**config.mk**
```make
export PLATFORM = sky130hd
export DESIGN_NAME = ssit_ram
export DESIGN_NICKNAME = d
export VERILOG_FILES = /design/src/rtl/ssit_pkg.sv /design/src/rtl/ssit_ram.sv
export SDC_FILE = /design/constraint.sdc
export NUM_CORES = 2
export LEC_CHECK = 0
export ABC_CLOCK_PERIOD_IN_PS = 6900
export BUFFER_PORTS_ARGS = -buffer_cell sky130_fd_sc_hd__buf_2
export CORE_AREA = 4 4 629 631
export CTS_CLUSTER_DIAMETER = 150
export DETAILED_ROUTE_END_ITERATION = 12
export DIE_AREA = 0 0 633 635
export HOLD_SLACK_MARGIN = 0.03
export SLEW_MARGIN = 20
export SYNTH_ARGS = -nofsm -noshare
export SYNTH_HDL_FRONTEND = slang
export SYNTH_SLANG_ARGS = --single-unit
```
**constraint.sdc**
```tcl
create_clock -name clk -period 6.9 [get_ports clk]
set_input_delay 0.69 -clock clk [delete_from_list [all_inputs] [get_ports clk]]
set_output_delay 0.69 -clock clk [all_outputs]
set_load 0.02 [all_outputs]
```
**src/rtl/ssit_pkg.sv**
```systemverilog
// Shared definitions for the sparse-set index table: default sizes,
// operation and status codes, and the sequencer state type.
// Depends on nothing; used by every module under rtl/.
package ssit_pkg;

  localparam int DEF_MAX_ENTITIES = 1024;
  localparam int DEF_CAPACITY     = 64;

  localparam logic [1:0] OP_INSERT = 2'd0;
  localparam logic [1:0] OP_REMOVE = 2'd1;
  localparam logic [1:0] OP_LOOKUP = 2'd2;

  localparam logic [2:0] STAT_INSERTED = 3'd0;
  localparam logic [2:0] STAT_PRESENT  = 3'd1;
  localparam logic [2:0] STAT_REMOVED  = 3'd2;
  localparam logic [2:0] STAT_ABSENT   = 3'd3;
  localparam logic [2:0] STAT_FULL     = 3'd4;

  typedef enum logic [1:0] {
    SEQ_CLEAR,
    SEQ_IDLE,
    SEQ_EXEC,
    SEQ_FIXUP
  } seq_state_t;

endpackage

```
**src/rtl/ssit_ram.sv**
```systemverilog
// Generic single-port synchronous RAM with registered read data.
// Depends on ssit_pkg for default sizes.
module ssit_ram #(
  parameter int WIDTH = ssit_pkg::DEF_CAPACITY,
  parameter int DEPTH = ssit_pkg::DEF_CAPACITY,
  localparam int AW   = (DEPTH > 1) ? $clog2(DEPTH) : 1
) (
  input  logic             clk,
  input  logic             we,
  input  logic [AW-1:0]    addr,
  input  logic [WIDTH-1:0] wdata,
  output logic [WIDTH-1:0] rdata
);

  logic [WIDTH-1:0] mem [DEPTH];

  always_ff @(posedge clk) begin
    if (we) begin
      mem[addr] <= wdata;
    end
    rdata <= mem[addr];
  end

endmodule

```
==> metrics.cfg <==
[critical_path]
crit_arrival_ns = 4.63
cp_max_fo = 34
slowest_stage = nor2_4
cp.required_ns = 7.48
crit_chain = buf_8 > nor2b_4 > nand2_1 > nor2_4 > buf_4 > buf_4
crit_type = in -> reg
critPathMaxStageDelay_ns = 0.85
startpoint_type = input port
crit_top_cell = buf_4
end_kind = flip-flop

[logic_synthesis]
ys.flop_type = edfxtp_1
synth_nets = 8691
ys_seq_area_share_pct = 79.9
synth_cells = 8619
synth.largest_area_cell = edfxtp_1
synthArstFlopShare_pct = 0
ys_seq_elements = 4160
synth_top_area_share_pct = 79.1
synth_cell_type_count = 57
avgSynthCellArea_um2 = 18.0
yosysWarnings = 0
yosys-top-cells-area = edfxtp_1 79%, a221oi_1 3.6%, a22oi_1 3.3%, mux2i_1 2.2%, o22ai_1 2.0%
synth_edf_count = 4096
syn_area_mm2 = 0.155

[clock_tree]
insertion_delay_ns = 0.96
hold_buffers = 0
cts_htree_levels = 5
cts_sinks = 4160
cts_tree = yes
clk_path_buf_depth = 4
cts_buffers = 407
clkTransAtPathRegs_ns = 0.06
post_cts.repair.setup_buffers = 0
cts_resized = 0
clockRootBuffer = clkbuf_16

[floorplanning]
start_util_pct = 40.0
rows = 229
core_mm2 = 0.389
ios = 136
die-area_mm2 = 0.402
die_h_um = 635
die_w_um = 633

[routing]
dr.pass1.iters = 6
drt.antenna.violating_nets = 0
vias = 91300
drc_errors = 0
drt_wl_total_um = 498000
vias_per_cell = 6.34
drt_iter0_drc = 13200
post_drt_wl_per_cell_um = 34.6

[finish]
final_common_cell = edfxtp_1
fin_area_mm2 = 0.177
post-route-util_pct = 45.5
areaGrowthSynthToFinish_pct = 13.8
final_cell_mix = 4096 x edfxtp_1, 684 x a22oi_1, 636 x a221oi_1
drive_gt1_share_pct = 15.4
instances_no_fill = 14400
layout.nets = 8886

[pwr]
leakagePower_nw = 54.8
pwr-share-clk_pct = 41.9
p_sw_share_pct = 22.1
power.switching_mw = 11.7
internal_power_mw = 41.4
power_frac_comb_pct = 5.1
ir_drop_uv = 233
seqPwrFrac_pct = 52.9
powerDensity_mw_per_mm2 = 300

[status]
outcome = completed

[timing]
finalSetupTns_ns = 0
final-hold-violation-count = 0
setup_viol = 0
post-route-period-util_pct = 58.7
slew_headroom_pct = 16.3
slew_viol_final = 0
setup_ws_ns = 2.85
skew_ns = 0.0350
grt_setup_unrepaired = false
fmax_ghz = 0.247
fin_crit_ns = 4.05
worst_slew_pin_slew_ns = 1.26

[run]
max_cap_viol_count = 0

[grt]
grt_pass1_wl_um = 693000
grt_usage_pct = 24.0
antenna_found_initial = 45
grt_pass1_vias = 88700
grt-ovfl-total = 0
grt_max_degree = 130

[placement]
io_buffers = 135
dp_cells = 13600
place.gp.congestion = 0.826
pre_cts_ws_ns = 2.05
placed_cell_area_mm2 = 0.163
dp_hpwl_um = 269000

[hold_path]
min_path_type = in -> reg

-- through the flow --
stage | hold slack [ns] | power [mW]
floorplan | 0.559 | 30.0
global placement | 0.600 | 31.3
detailed placement | 0.601 | 31.4
CTS | 0.154 | 53.3
global route | 0.141 | 54.6
finish | 0.153 | 53.1
-- final cells by class --
type | instances | area, µm²
tap | 5197 | 6500
inverter | 3 | 28.8
sequential | 4160 | 124000
multi-input combinational | 3801 | 28900
clock inverter | 233 | 2400
fill | 33100 | 212000
timing repair buffer | 441 | 3780
antenna | 25 | 62.6
clock buffer | 523 | 11000
-- routing by layer --
metal,routed length [µm],share of wire [%],track usage (%),vias to the layer above
met5,176,0.035,0,-
met4,23100,4.6,9.79,24
met3,56800,11,5.65,1140
met2,229000,46,37.4,5917
met1,190000,38,32.5,47600
li1,-,-,-,36600
-- registers in the layout, indices dropped and copies added (netlist names) --
signal,count
mem,4096
rdata,64
-- power groups by stage --
stage / Sequential [mW] / Combinational, mW / Clock, mW
after CTS: 28.2 / 2.69 / 22.5
after global routing: 28.1 / 2.85 / 23.6
after floorplan: 28.7 / 1.30 / 0
after global placement: 28.7 / 2.64 / 0
final: 28.1 / 2.73 / 22.3
after detailed placement: 28.7 / 2.68 / 0
-- logic make-up (layout without fill, tap and decap cells) --
family	count (synthesis)	in the layout	synth area share [%]
flops	4160	4160	79.9
simple gates	808	808	2.28
mux	604	604	4.56
compound gates	2389	2389	11.3
buf+inv	658	1200	1.89
other cells	0	25	0
-- cell usage after synthesis (4+ instances only) --
master / count
a311oi_1: 27
buf_2: 253
buf_4: 23
or4_1: 5
nand4_1: 36
nor2_1: 301
o2111ai_1: 27
mux4_2: 63
or3_1: 7
a222oi_1: 28
a211oi_1: 33
a221o_1: 30
clkbuf_1: 280
nor4_1: 58
o32ai_1: 5
nand3b_1: 30
edfxtp_1: 4096
o221ai_1: 13
nand2_1: 311
buf_6: 8
nand2b_1: 4
nor3_1: 24
o2111a_1: 30
a21oi_1: 210
a22o_1: 6
a221oi_1: 636
o21ai_0: 139
buf_1: 91
mux2_2: 203
nand3_1: 7
a22oi_1: 684
o22ai_1: 506
mux2i_1: 337
nor2b_1: 8
dfxtp_1: 64
-- worst max-delay path, delay by kind of cell --
family | cells | cell delay (ns)
and+or+nand+nor | 3 | 2.15
buffers and inverters | 3 | 1.57
-- worst paths after layout --
| path | from | to | slack, ns | depth (start not counted) |
|---|---|---|---|---|
| hold / removal | wdata[40] | mem[31][40] | 0.15 | 1 |
| setup / recovery | addr[0] | mem[25][57] | 2.85 | 6 |
| setup reg to reg | mem[44][31] | rdata[31] | 4.58 | 6 |
| hold reg to reg | mem[20][47] | rdata[47] | 0.61 | 4 |
(Power assumes the default switching activity.)
